==> src/rtl/pfdm_pkg.sv <==
// Shared constants, types and controller codes of the PWM frequency and duty meter.
package pfdm_pkg;

  localparam int unsigned STAMP_BITS  = 32;
  localparam int unsigned HIGH_BITS   = STAMP_BITS;
  localparam int unsigned LOW_BITS    = STAMP_BITS - 1;
  localparam int unsigned PERIOD_BITS = STAMP_BITS;
  localparam int unsigned CLOCK_BITS  = 28;
  localparam int unsigned DUTY_BITS   = 14;
  localparam int unsigned PROD_BITS   = HIGH_BITS + DUTY_BITS;
  localparam int unsigned FREQ_STEPS  = CLOCK_BITS;
  localparam int unsigned DUTY_STEPS  = DUTY_BITS;
  localparam int unsigned CNT_BITS    = $clog2(FREQ_STEPS);
  localparam int unsigned OUT_FIELD_BITS = CLOCK_BITS + DUTY_BITS + 32 + 31;
  localparam int unsigned OUT_DATA_BITS  = ((OUT_FIELD_BITS + 7) / 8) * 8;

  localparam logic [CLOCK_BITS-1:0] ClockReset = CLOCK_BITS'(80000000);
  localparam logic [DUTY_BITS-1:0]  DutyScale  = DUTY_BITS'(10000);

  typedef enum logic [2:0] {
    S_IDLE,
    S_TIMES,
    S_PREP,
    S_FREQ_RUN,
    S_DUTY_LOAD,
    S_DUTY_RUN,
    S_EMIT
  } state_e;

  // Commands from the controller to the datapath.
  typedef struct packed {
    logic capture;    // store the accepted timestamp
    logic update;     // derive high or low time from the stamps
    logic prep;       // register period and scaled high time
    logic load_freq;  // start the frequency division
    logic load_duty;  // save the frequency quotient, start the duty division
    logic step;       // one divider iteration
    logic emit;       // load the output register
  } cmd_t;

  typedef struct packed {
    logic none;       // both times are zero
  } status_t;

endpackage

==> src/rtl/pwm_frequency_duty_meter.sv <==
// Top level of the PWM frequency and duty meter.
// Each input transfer carries one captured edge (timer stamp and polarity) and yields exactly
// one result transfer with frequency, duty in hundredths of a percent, the high and low times
// in ticks and a no-signal flag. The next edge is taken only once this result has been loaded into
// the output register; when both times are zero the divisions are skipped. Both quotients come
// from the shared one-bit-per-cycle divider: 28 steps for the frequency quotient and 14 steps
// for the duty quotient. A finished result sits in an output register, so the next edge is
// taken while it waits; the block holds in its last step only when a second result is ready
// before the first has been taken. The timer clock register may be written at any time the
// block is idle and takes effect for the next edge.
module pwm_frequency_duty_meter (
  input  logic                                clk_i,
  input  logic                                rst_ni,
  input  logic                                cfg_valid_i,
  output logic                                cfg_ready_o,
  input  logic [pfdm_pkg::CLOCK_BITS-1:0]     cfg_data_i,     // timer_clock_hz
  input  logic                                s_axis_tvalid,
  output logic                                s_axis_tready,
  input  logic [31:0]                         s_axis_tdata,   // edge_time
  input  logic                                s_axis_tuser,   // edge_rising
  output logic                                m_axis_tvalid,
  input  logic                                m_axis_tready,
  // frequency_hz [27:0], duty_hundredths [41:28], high_ticks [73:42], low_ticks [104:74]
  output logic [pfdm_pkg::OUT_DATA_BITS-1:0]  m_axis_tdata,
  output logic                                m_axis_tuser    // no_signal
);

  pfdm_pkg::cmd_t    cmd;
  pfdm_pkg::status_t status;

  assign cfg_ready_o = 1'b1;

  pfdm_ctrl u_ctrl (
    .clk_i       (clk_i),
    .rst_ni      (rst_ni),
    .in_valid_i  (s_axis_tvalid),
    .in_ready_o  (s_axis_tready),
    .out_valid_o (m_axis_tvalid),
    .out_ready_i (m_axis_tready),
    .status_i    (status),
    .cmd_o       (cmd)
  );

  pfdm_datapath u_datapath (
    .clk_i         (clk_i),
    .rst_ni        (rst_ni),
    .cmd_i         (cmd),
    .status_o      (status),
    .cfg_we_i      (cfg_valid_i),
    .cfg_data_i    (cfg_data_i),
    .edge_time_i   (s_axis_tdata),
    .edge_rising_i (s_axis_tuser),
    .out_data_o    (m_axis_tdata),
    .out_none_o    (m_axis_tuser)
  );

endmodule

==> src/rtl/pfdm_divider.sv <==
// Restoring divider that produces one quotient bit per step.
module pfdm_divider (
  input  logic                                clk_i,
  input  logic                                load_i,
  input  logic                                step_i,
  input  logic [pfdm_pkg::PERIOD_BITS-1:0]    rem_init_i,
  input  logic [pfdm_pkg::CLOCK_BITS-1:0]     bits_init_i,
  input  logic [pfdm_pkg::PERIOD_BITS-1:0]    divisor_i,
  output logic [pfdm_pkg::CLOCK_BITS-1:0]     quotient_o
);

  logic [pfdm_pkg::PERIOD_BITS-1:0] rem_q, rem_d;
  logic [pfdm_pkg::CLOCK_BITS-1:0]  bits_q, bits_d;
  logic [pfdm_pkg::PERIOD_BITS:0]   trial;
  logic [pfdm_pkg::PERIOD_BITS:0]   diff;
  logic                             qbit;

  // Numerator bits leave at the top of the shift register while quotient
  // bits enter at the bottom.
  always_comb begin
    trial  = {rem_q, bits_q[pfdm_pkg::CLOCK_BITS-1]};
    diff   = trial - {1'b0, divisor_i};
    qbit   = (trial >= {1'b0, divisor_i});
    rem_d  = rem_q;
    bits_d = bits_q;
    if (load_i) begin
      rem_d  = rem_init_i;
      bits_d = bits_init_i;
    end else if (step_i) begin
      rem_d  = qbit ? diff[pfdm_pkg::PERIOD_BITS-1:0] : trial[pfdm_pkg::PERIOD_BITS-1:0];
      bits_d = {bits_q[pfdm_pkg::CLOCK_BITS-2:0], qbit};
    end
  end

  always_ff @(posedge clk_i) begin
    rem_q  <= rem_d;
    bits_q <= bits_d;
  end

  assign quotient_o = bits_q;

endmodule

==> src/rtl/pfdm_datapath.sv <==
// Datapath: clock register, stamps, high and low times, divisions and result register.
module pfdm_datapath (
  input  logic                                clk_i,
  input  logic                                rst_ni,
  input  pfdm_pkg::cmd_t                      cmd_i,
  output pfdm_pkg::status_t                   status_o,
  input  logic                                cfg_we_i,
  input  logic [pfdm_pkg::CLOCK_BITS-1:0]     cfg_data_i,
  input  logic [31:0]                         edge_time_i,
  input  logic                                edge_rising_i,
  output logic [pfdm_pkg::OUT_DATA_BITS-1:0]  out_data_o,
  output logic                                out_none_o
);

  logic [pfdm_pkg::CLOCK_BITS-1:0]  clock_q;
  logic [pfdm_pkg::STAMP_BITS-1:0]  rise_q, fall_q;
  logic [pfdm_pkg::HIGH_BITS-1:0]   high_q;
  logic [pfdm_pkg::LOW_BITS-1:0]    low_q;
  logic [pfdm_pkg::PERIOD_BITS-1:0] period_q;
  logic [pfdm_pkg::PROD_BITS-1:0]   prod_q;
  logic [pfdm_pkg::CLOCK_BITS-1:0]  freq_q;
  logic [pfdm_pkg::STAMP_BITS-1:0]  diff;
  logic                             none;

  logic [pfdm_pkg::PERIOD_BITS-1:0] rem_init;
  logic [pfdm_pkg::CLOCK_BITS-1:0]  bits_init;
  logic [pfdm_pkg::CLOCK_BITS-1:0]  quotient;

  logic [pfdm_pkg::CLOCK_BITS-1:0]  res_freq;
  logic [pfdm_pkg::DUTY_BITS-1:0]   res_duty;

  assign diff = rise_q - fall_q;
  assign none = (high_q == '0) && (low_q == '0);
  assign status_o.none = none;

  always_ff @(posedge clk_i or negedge rst_ni) begin
    if (!rst_ni) begin
      clock_q <= pfdm_pkg::ClockReset;
      rise_q  <= '0;
      fall_q  <= '0;
      high_q  <= '0;
      low_q   <= '0;
    end else begin
      if (cfg_we_i) begin
        clock_q <= cfg_data_i;
      end
      if (cmd_i.capture) begin
        if (edge_rising_i) begin
          rise_q <= edge_time_i[pfdm_pkg::STAMP_BITS-1:0];
        end else begin
          fall_q <= edge_time_i[pfdm_pkg::STAMP_BITS-1:0];
        end
      end
      if (cmd_i.update) begin
        // A positive signed difference is the low time; otherwise its
        // magnitude is the high time, which also covers a zero difference.
        if ((diff != '0) && !diff[pfdm_pkg::STAMP_BITS-1]) begin
          low_q <= diff[pfdm_pkg::LOW_BITS-1:0];
        end else begin
          high_q <= '0 - diff;
        end
      end
    end
  end

  always_ff @(posedge clk_i) begin
    if (cmd_i.prep) begin
      period_q <= pfdm_pkg::PERIOD_BITS'(high_q) + pfdm_pkg::PERIOD_BITS'(low_q);
      prod_q   <= pfdm_pkg::PROD_BITS'(high_q) * pfdm_pkg::PROD_BITS'(pfdm_pkg::DutyScale);
    end
    if (cmd_i.load_duty) begin
      freq_q <= quotient;
    end
  end

  // The duty quotient stays below 2^DUTY_STEPS, so its partial remainder
  // starts at the upper product bits and only the low bits are shifted in.
  always_comb begin
    if (cmd_i.load_duty) begin
      rem_init  = prod_q[pfdm_pkg::PROD_BITS-1:pfdm_pkg::DUTY_STEPS];
      bits_init = {prod_q[pfdm_pkg::DUTY_STEPS-1:0],
                   {(pfdm_pkg::CLOCK_BITS - pfdm_pkg::DUTY_STEPS){1'b0}}};
    end else begin
      rem_init  = '0;
      bits_init = clock_q;
    end
  end

  pfdm_divider u_divider (
    .clk_i       (clk_i),
    .load_i      (cmd_i.load_freq | cmd_i.load_duty),
    .step_i      (cmd_i.step),
    .rem_init_i  (rem_init),
    .bits_init_i (bits_init),
    .divisor_i   (period_q),
    .quotient_o  (quotient)
  );

  assign res_freq = none ? '0 : freq_q;
  assign res_duty = none ? '0 : quotient[pfdm_pkg::DUTY_BITS-1:0];

  always_ff @(posedge clk_i) begin
    if (cmd_i.emit) begin
      out_data_o <= pfdm_pkg::OUT_DATA_BITS'({31'(low_q), 32'(high_q), res_duty, res_freq});
      out_none_o <= none;
    end
  end

endmodule

==> src/rtl/pfdm_ctrl.sv <==
// Controller state machine that sequences one edge through the datapath.
module pfdm_ctrl (
  input  logic                clk_i,
  input  logic                rst_ni,
  input  logic                in_valid_i,
  output logic                in_ready_o,
  output logic                out_valid_o,
  input  logic                out_ready_i,
  input  pfdm_pkg::status_t   status_i,
  output pfdm_pkg::cmd_t      cmd_o
);

  pfdm_pkg::state_e               state_q, state_d;
  logic [pfdm_pkg::CNT_BITS-1:0]  cnt_q, cnt_d;
  logic                           out_valid_q, out_valid_d;
  logic                           out_free;

  assign out_free = !out_valid_q || out_ready_i;

  always_ff @(posedge clk_i or negedge rst_ni) begin
    if (!rst_ni) begin
      state_q     <= pfdm_pkg::S_IDLE;
      cnt_q       <= '0;
      out_valid_q <= 1'b0;
    end else begin
      state_q     <= state_d;
      cnt_q       <= cnt_d;
      out_valid_q <= out_valid_d;
    end
  end

  always_comb begin
    state_d     = state_q;
    cnt_d       = cnt_q;
    cmd_o       = '0;
    in_ready_o  = 1'b0;
    out_valid_d = out_valid_q && !out_ready_i;
    case (state_q)
      pfdm_pkg::S_IDLE: begin
        in_ready_o = 1'b1;
        if (in_valid_i) begin
          cmd_o.capture = 1'b1;
          state_d       = pfdm_pkg::S_TIMES;
        end
      end
      pfdm_pkg::S_TIMES: begin
        cmd_o.update = 1'b1;
        state_d      = pfdm_pkg::S_PREP;
      end
      pfdm_pkg::S_PREP: begin
        if (status_i.none) begin
          state_d = pfdm_pkg::S_EMIT;
        end else begin
          cmd_o.prep      = 1'b1;
          cmd_o.load_freq = 1'b1;
          cnt_d           = pfdm_pkg::CNT_BITS'(pfdm_pkg::FREQ_STEPS - 1);
          state_d         = pfdm_pkg::S_FREQ_RUN;
        end
      end
      pfdm_pkg::S_FREQ_RUN: begin
        cmd_o.step = 1'b1;
        cnt_d      = cnt_q - 1'b1;
        if (cnt_q == '0) begin
          state_d = pfdm_pkg::S_DUTY_LOAD;
        end
      end
      pfdm_pkg::S_DUTY_LOAD: begin
        cmd_o.load_duty = 1'b1;
        cnt_d           = pfdm_pkg::CNT_BITS'(pfdm_pkg::DUTY_STEPS - 1);
        state_d         = pfdm_pkg::S_DUTY_RUN;
      end
      pfdm_pkg::S_DUTY_RUN: begin
        cmd_o.step = 1'b1;
        cnt_d      = cnt_q - 1'b1;
        if (cnt_q == '0) begin
          state_d = pfdm_pkg::S_EMIT;
        end
      end
      pfdm_pkg::S_EMIT: begin
        // Wait here until the previous result has left the output register.
        if (out_free) begin
          cmd_o.emit  = 1'b1;
          out_valid_d = 1'b1;
          state_d     = pfdm_pkg::S_IDLE;
        end
      end
      default: begin
        state_d = pfdm_pkg::S_IDLE;
      end
    endcase
  end

  assign out_valid_o = out_valid_q;

endmodule
==> config.mk <==
export PLATFORM = sky130hd
export DESIGN_NAME = pwm_frequency_duty_meter
export DESIGN_NICKNAME = d
export VERILOG_FILES = /design/src/rtl/pfdm_pkg.sv /design/src/rtl/pwm_frequency_duty_meter.sv /design/src/rtl/pfdm_divider.sv /design/src/rtl/pfdm_datapath.sv /design/src/rtl/pfdm_ctrl.sv
export SDC_FILE = /design/constraint.sdc
export NUM_CORES = 1
export LEC_CHECK = 0
export BUFFER_PORTS_ARGS = -buffer_cell sky130_fd_sc_hd__clkbuf_2
export CAP_MARGIN = 20
export CORE_UTILIZATION = 45
export DETAILED_ROUTE_END_ITERATION = 7
export HOLD_SLACK_MARGIN = 0.1
export SETUP_SLACK_MARGIN = 0.3
export SLEW_MARGIN = 20
export SYNTH_ARGS = -nofsm -noshare
export SYNTH_HDL_FRONTEND = slang
export SYNTH_HIERARCHICAL = 1
export SYNTH_SLANG_ARGS = --single-unit
==> constraint.sdc <==
create_clock -name clk_i -period 9.3 [get_ports clk_i]
set_input_delay 0 -clock clk_i [delete_from_list [all_inputs] [get_ports clk_i]]
set_output_delay 0 -clock clk_i [all_outputs]
set_load 0.1 [all_outputs]
# Word level (Yosys, flattened, before mapping)
# Index checks and enable logic that the tools add are counted.
# word_totals
regBits,432
input_bits,66
word_cells,85
# classes
eq_ne,11
addsub,5
mux,27
reduce_logical,21
mul,1
bitwise_logic,3
magnitude_cmp,1
# op_table
operator,count
$mux W32,4
$mux W28,3
$sub A32 B32 Y32,2
$mul A32 B10 Y42 const B,1
$ge A33 B32 Y1,1
$add A32 B31 Y32,1
$logic_not A32 Y1,1
$reduce_bool A32 Y1,1
$sub A1 B32 Y32 const A,1
$logic_not A31 Y1,1
$pmux W3 S7,1
$mux W3,5
$pmux W5 S3,1
$mux W1,10
$reduce_and A2 Y1,5
$eq A3 B3 Y1 const B,3
$eq A3 B2 Y1 const B,2
$ne A2 B1 Y1 const B,3
$logic_not A5 Y1,1
$mux W5,1
$sub A5 B1 Y5 const B,1
$mux W2,2
$ne A2 B2 Y1 const B,2
$reduce_and A4 Y1,1
10 further kinds,15

# Longest topological paths before layout
# logic_depth
word_depth,6
ltp_mapped,23
mapped_depth_nobuf,23

# By module
# The synthesis kept the hierarchy.
# modules_own_cells
module,cells_per_inst,n_inst,area_per_inst_um2,seq_area_each_um2
pfdm_datapath,1865,1,21902.3,10134.7
pfdm_divider,519,1,4897.2,1801.7
pfdm_ctrl,80,1,674.4,225.2
pwm_frequency_duty_meter,2,1,11.3,0.0

# Worst setup path after synthesis
# Ideal clock, no wire load.
# synth_timing
path_kind,register to register
from,reg u_ctrl.out_valid_q (netlist: u_ctrl/out_valid_o)
to,"reg u_datapath/out_data_o[0] (netlist bit), enable pin"
period_less_slack_ns,9.455
setup_time_ns,0.722
required_ns,8.578
stages_incl_launch_ff,3
arrival_time_ns,8.733
setup_slack_ns,-0.155
cell_sequence,dfrtp_1 nand2b_1 nor3b_1
# synth_rtl
element,line,source
"start, declared",pfdm_ctrl.sv:15,"logic out_valid_q, out_valid_d;"
"start signal, assigned",pfdm_ctrl.sv:28,out_valid_q <= out_valid_d;
"end signal, assigned",pfdm_datapath.sv:104,"out_data_o <= pfdm_pkg::OUT_DATA_BITS'({31'(low_q), 32'(high_q), res_duty, res_freq});"
"end, declared",pfdm_datapath.sv:11,"output logic [pfdm_pkg::OUT_DATA_BITS-1:0] out_data_o,"

# Worst setup path after layout
# layout_timing
from,reg u_datapath/high_q[7] (netlist bit)
to,"reg u_datapath/prod_q[43] (netlist bit), data pin"
# layout_between
elab_chain_cells,1
# layout_rtl
element,line,source
"start, declared",pfdm_datapath.sv:17,logic [pfdm_pkg::HIGH_BITS-1:0] high_q;
"start signal, assigned",pfdm_datapath.sv:60,high_q <= '0 - diff;
$mul A32 B10 Y42,pfdm_datapath.sv:69,prod_q <= pfdm_pkg::PROD_BITS'(high_q) * pfdm_pkg::PROD_BITS'(pfdm_pkg::DutyScale);
"end signal, assigned",pfdm_datapath.sv:69,
"end, declared",pfdm_datapath.sv:20,logic [pfdm_pkg::PROD_BITS-1:0] prod_q;
# No other way between the ends.
# A chain may end at the register's enable or synchronous reset.

==> impl_summary.txt <==
----------------------------------------------------
[Synth]
  Netlist Area Pre-Place ... 0.0275 mm2
  Mean post-synth cell area ... 11.1 um2
  Cell count after synthesis ... 2466
  Proportion of netlist area held by the largest area contributor ... 0.293
  Number of warning messages in the yosys log ... 6
  Number of synthesized register bits ... 432
  Synth top area cells ... edfxtp_1 29%, dfrtp_1 14%, ha_1 11%
  Leading register cell type out of synthesis ... edfxtp_1
  Post-synth EDFFs ... 268
  Distinct cells, synth ... 97
  Area leader, netlist ... edfxtp_1
  Share of synthesized registers carrying an async set or reset ... 0.380
  Sequential fraction of the synthesis area ... 0.442

[Drt]
  Total iterations of the first detailed-routing run ... 7
  Number of design rule violations left after detail routing ... 0
  DRC violation total after the first TritonRoute iteration ... 1219
  Wire per inst ... 17.7 um
  Per-cell via count in the routed design ... 5.32
  Remaining number of nets flagged by the antenna check after routing ... 0
  Wirelength, routed ... 62.4 mm
  Total vias in the final route ... 18.7k

[Clock network]
  CTS clk-pin slew, worst paths ... 60 ps
  Number of buffers added by the clock tree synthesis step ... 49
  Post-CTS setup-driven buffer insertion count ... 0
  Buffer levels on the longest clock path ... 3
  Cell at the root of the clock tree ... clkbuf_16
  Worst skew pair latency ... approximately 600 ps
  H-tree depth ... 2
  Clock tree from TritonCTS ... yes
  Clock sink total ... 432

[Die]
  Die span in x ... 249 um
  Area of the core ... 0.0604 mm2
  Top-level I/O count ... 182
  Die Footprint ... 0.0621 mm2
  Die Ht ... 249 um
  Initial cell density of the core ... 0.455
  Number of rows in the core area ... 90

[Timing]
  Setup TNS after final layout ... 0 ps
  Post-route clock period utilization ... 0.729
  Post-layout minimum cycle time ... 6780 ps
  Setup repair after global routing missed its margin ... no
  Max-slew violation total from the final report ... 0
  Worst Hold Margin ... approximately 110 ps
  Measured slew at the worst slew-check pin ... 1090 ps
  Post-route clock skew ... 41.0 ps
  Final Setup Violations ... 0
  F_max ... 0.147 GHz
  Final hold violation count ... 0
  Worst slew slack as a fraction of its limit ... 0.257

[Critical path]
  Register-to-register path setup slack ... between 2000 and 3000 ps
  Worst setup path class ... flip-flop to flip-flop
  Capture instance of the worst register-to-register path ... u_datapath/prod_q[43]
  Data required time of the worst path ... 9610 ps
  Endpoint type of the worst setup path ... flip-flop
  Worst Reg-to-Reg Cells ... 19
  Sort of element at the start of the critical path ... flip-flop
  Beginning of the worst register-to-register path ... u_datapath/high_q[7]
  Crit path DAT ... 7090 ps
  Maximum fanout count along the critical path ... 6

[Run status]
  Status ... finished, final reports clean

[Place]
  Routability cong. ... 0.920
  Placed instance count ... 3365
  Half-perimeter wire length after placement ... ~46 mm
  Number of buffers inserted by port buffering ... 173

[Layout]
  Fraction of layout cells with a size suffix above 1 ... 0.154
  Number of diodes added for antenna fixing ... 0
  Non-filler instance count after layout ... 3520
  P&R area growth vs syn ... 13.9%
  Net total in the final layout ... 3082

[GRT]
  GRT Total Usage ... 0.201
  Via count of the first global-routing pass ... roughly 19k
  Total global routing overflow ... 0
  Largest net degree at the start of global routing ... 101
  First-pass GRT wire length ... 101 mm
  Initial antenna violation count ... 0

[Worst hold path]
  Worst hold-check path type ... primary input to asynchronous set/reset pin

[Job]
  Maximum Capacitance Violations ... 0

----------------------------------------------------
kinds of logic after synthesis:
| group | after synthesis | share of synthesized area |
|---|---|---|
| and+or+nand+nor | 569 | 0.110 |
| AOI/OAI and AO/OA | 496 | 0.119 |
| DFF | 432 | 0.442 |
| buffers and inverters | 353 | 0.0519 |
| adders and majority gates | 317 | 0.168 |
| muxes | 165 | 0.0664 |
| xor gates and xnor gates | 132 | 0.0421 |
| other | 2 | 0.000273 |
per-layer routing:
| metal | share of wire | track usage | vias up |
|---|---|---|---|
| li1 | - | - | 9160 |
| met1 | 0.47 | 0.281 | 9071 |
| met2 | 0.47 | 0.330 | 397 |
| met3 | 0.035 | 0.0213 | 91 |
| met5 | 0 | 0 | - |
| met4 | 0.024 | 0.0559 | 0 |
critical path: stages (launching register included):
cell and delay, ps:
dfrtp_1 490, inv_1 170, fa_1 520, inv_1 40, ha_1 290, fa_1 480
ha_1 320, fa_1 490, ha_1 380, a21o_1 200, a21o_1 190, a221o_1 340
a31oi_1 210, o21ai_0 290, a2111oi_0 1000, nor3_1 260, a2111oi_0 450, o21bai_1 130
a21oi_1 190, xnor2_1 70
cells in the mapped netlist (5+ instances only):
cell / number
mux2i_1: 36
a211oi_1: 17
dfstp_2: 8
o21ai_1: 7
a211o_1: 8
o21bai_1: 20
a21boi_0: 7
mux2_1: 15
clkbuf_1: 37
or2_2: 8
xor2_1: 50
nand2b_1: 18
nor2b_1: 111
nand4_1: 19
fa_1: 86
ha_1: 231
a311oi_1: 5
nand3_1: 25
nand3b_1: 7
a31oi_1: 15
mux2_2: 111
nor4_1: 13
buf_2: 16
nor3b_1: 12
a21o_1: 58
nor2_1: 73
nand2_1: 154
or3_1: 10
buf_4: 14
o21ai_0: 90
o31ai_1: 7
o211ai_1: 9
a221o_1: 7
o211a_1: 5
xnor2_1: 82
nor3_1: 37
inv_1: 277
a21oi_1: 158
edfxtp_1: 268
and3_1: 17
dfrtp_1: 156
and2_1: 42
o21a_1: 13
a21oi_2: 10
cell type report:
cell class,count,area [um2]
Sequential cell,432,12200
Timing Repair Buffer,251,1620
Clock inverter,15,128
Tap cell,782,978
Fill cell,5384,29000
Multi-Input combinational cell,1687,14000
Inverter,278,1040
Clock buffer,75,1420
stage by stage:
stage | area (um2) | util | setup WS, ps
after CTS | 31300 | 0.519 | 2480
after detailed placement | 29100 | 0.483 | 2540
after global placement | 29100 | 0.483 | 2610
after global routing | 31300 | 0.519 | 2120
after floorplan | 27500 | - | 3610
final | 31300 | 0.519 | 2520
registers in the layout, summed over array words and instances, names as in the netlist:
signal                           cells
u_datapath/out_data_o              105
u_datapath/prod_q                   42
u_datapath/fall_q                   32
u_datapath/high_q                   32
u_datapath/period_q                 32
u_datapath/rise_q                   32
u_datapath/u_divider/rem_q          32
u_datapath/low_q                    31
u_datapath/clock_q                  28
u_datapath/freq_q                   28
u_datapath/u_divider/quotient_o     28
u_ctrl/cnt_q                         5
u_ctrl/state_q                       3
u_ctrl/out_valid_o                   1
u_datapath/out_none_o                1
repair_timing:
action,in CTS,in global routing
resized for setup,0,0
hold buffers,65,0
hold endpoints to repair,195,0
cell usage in the layout (no fill, tap or decap), types with 36 or more instances in the layout:
cell	Yosys	final
a21o_1	58	58
a21oi_1	158	158
and2_1	42	42
clkbuf_16	0	50
clkbuf_2	0	172
dfrtp_1	156	156
dlygate4sd3_1	0	65
edfxtp_1	268	268
fa_1	86	86
ha_1	231	231
inv_1	277	277
mux2_2	111	111
mux2i_1	36	36
nand2_1	154	154
nor2_1	73	72
nor2b_1	111	110
o21ai_0	90	90
xnor2_1	82	82
xor2_1	50	50
how the worst max path moves through the flow:
stage / startpoint / endpoint / slack [ps]
2_1_floorplan: u_datapath/high_q[6] / u_datapath/prod_q[43] / 3610
3_3_place_gp: u_datapath/high_q[7] / u_datapath/prod_q[43] / 2610
3_5_place_dp: u_datapath/high_q[7] / u_datapath/prod_q[43] / 2540
4_1_cts: u_datapath/high_q[7] / u_datapath/prod_q[43] / 2480
5_1_grt: u_datapath/high_q[7] / u_datapath/prod_q[43] / 2120
6_report: u_datapath/high_q[7] / u_datapath/prod_q[43] / 2520
Power is left out: the tool's default activity adds up to more than one toggle a clock period on the data nets, which glitch-free logic cannot reach.
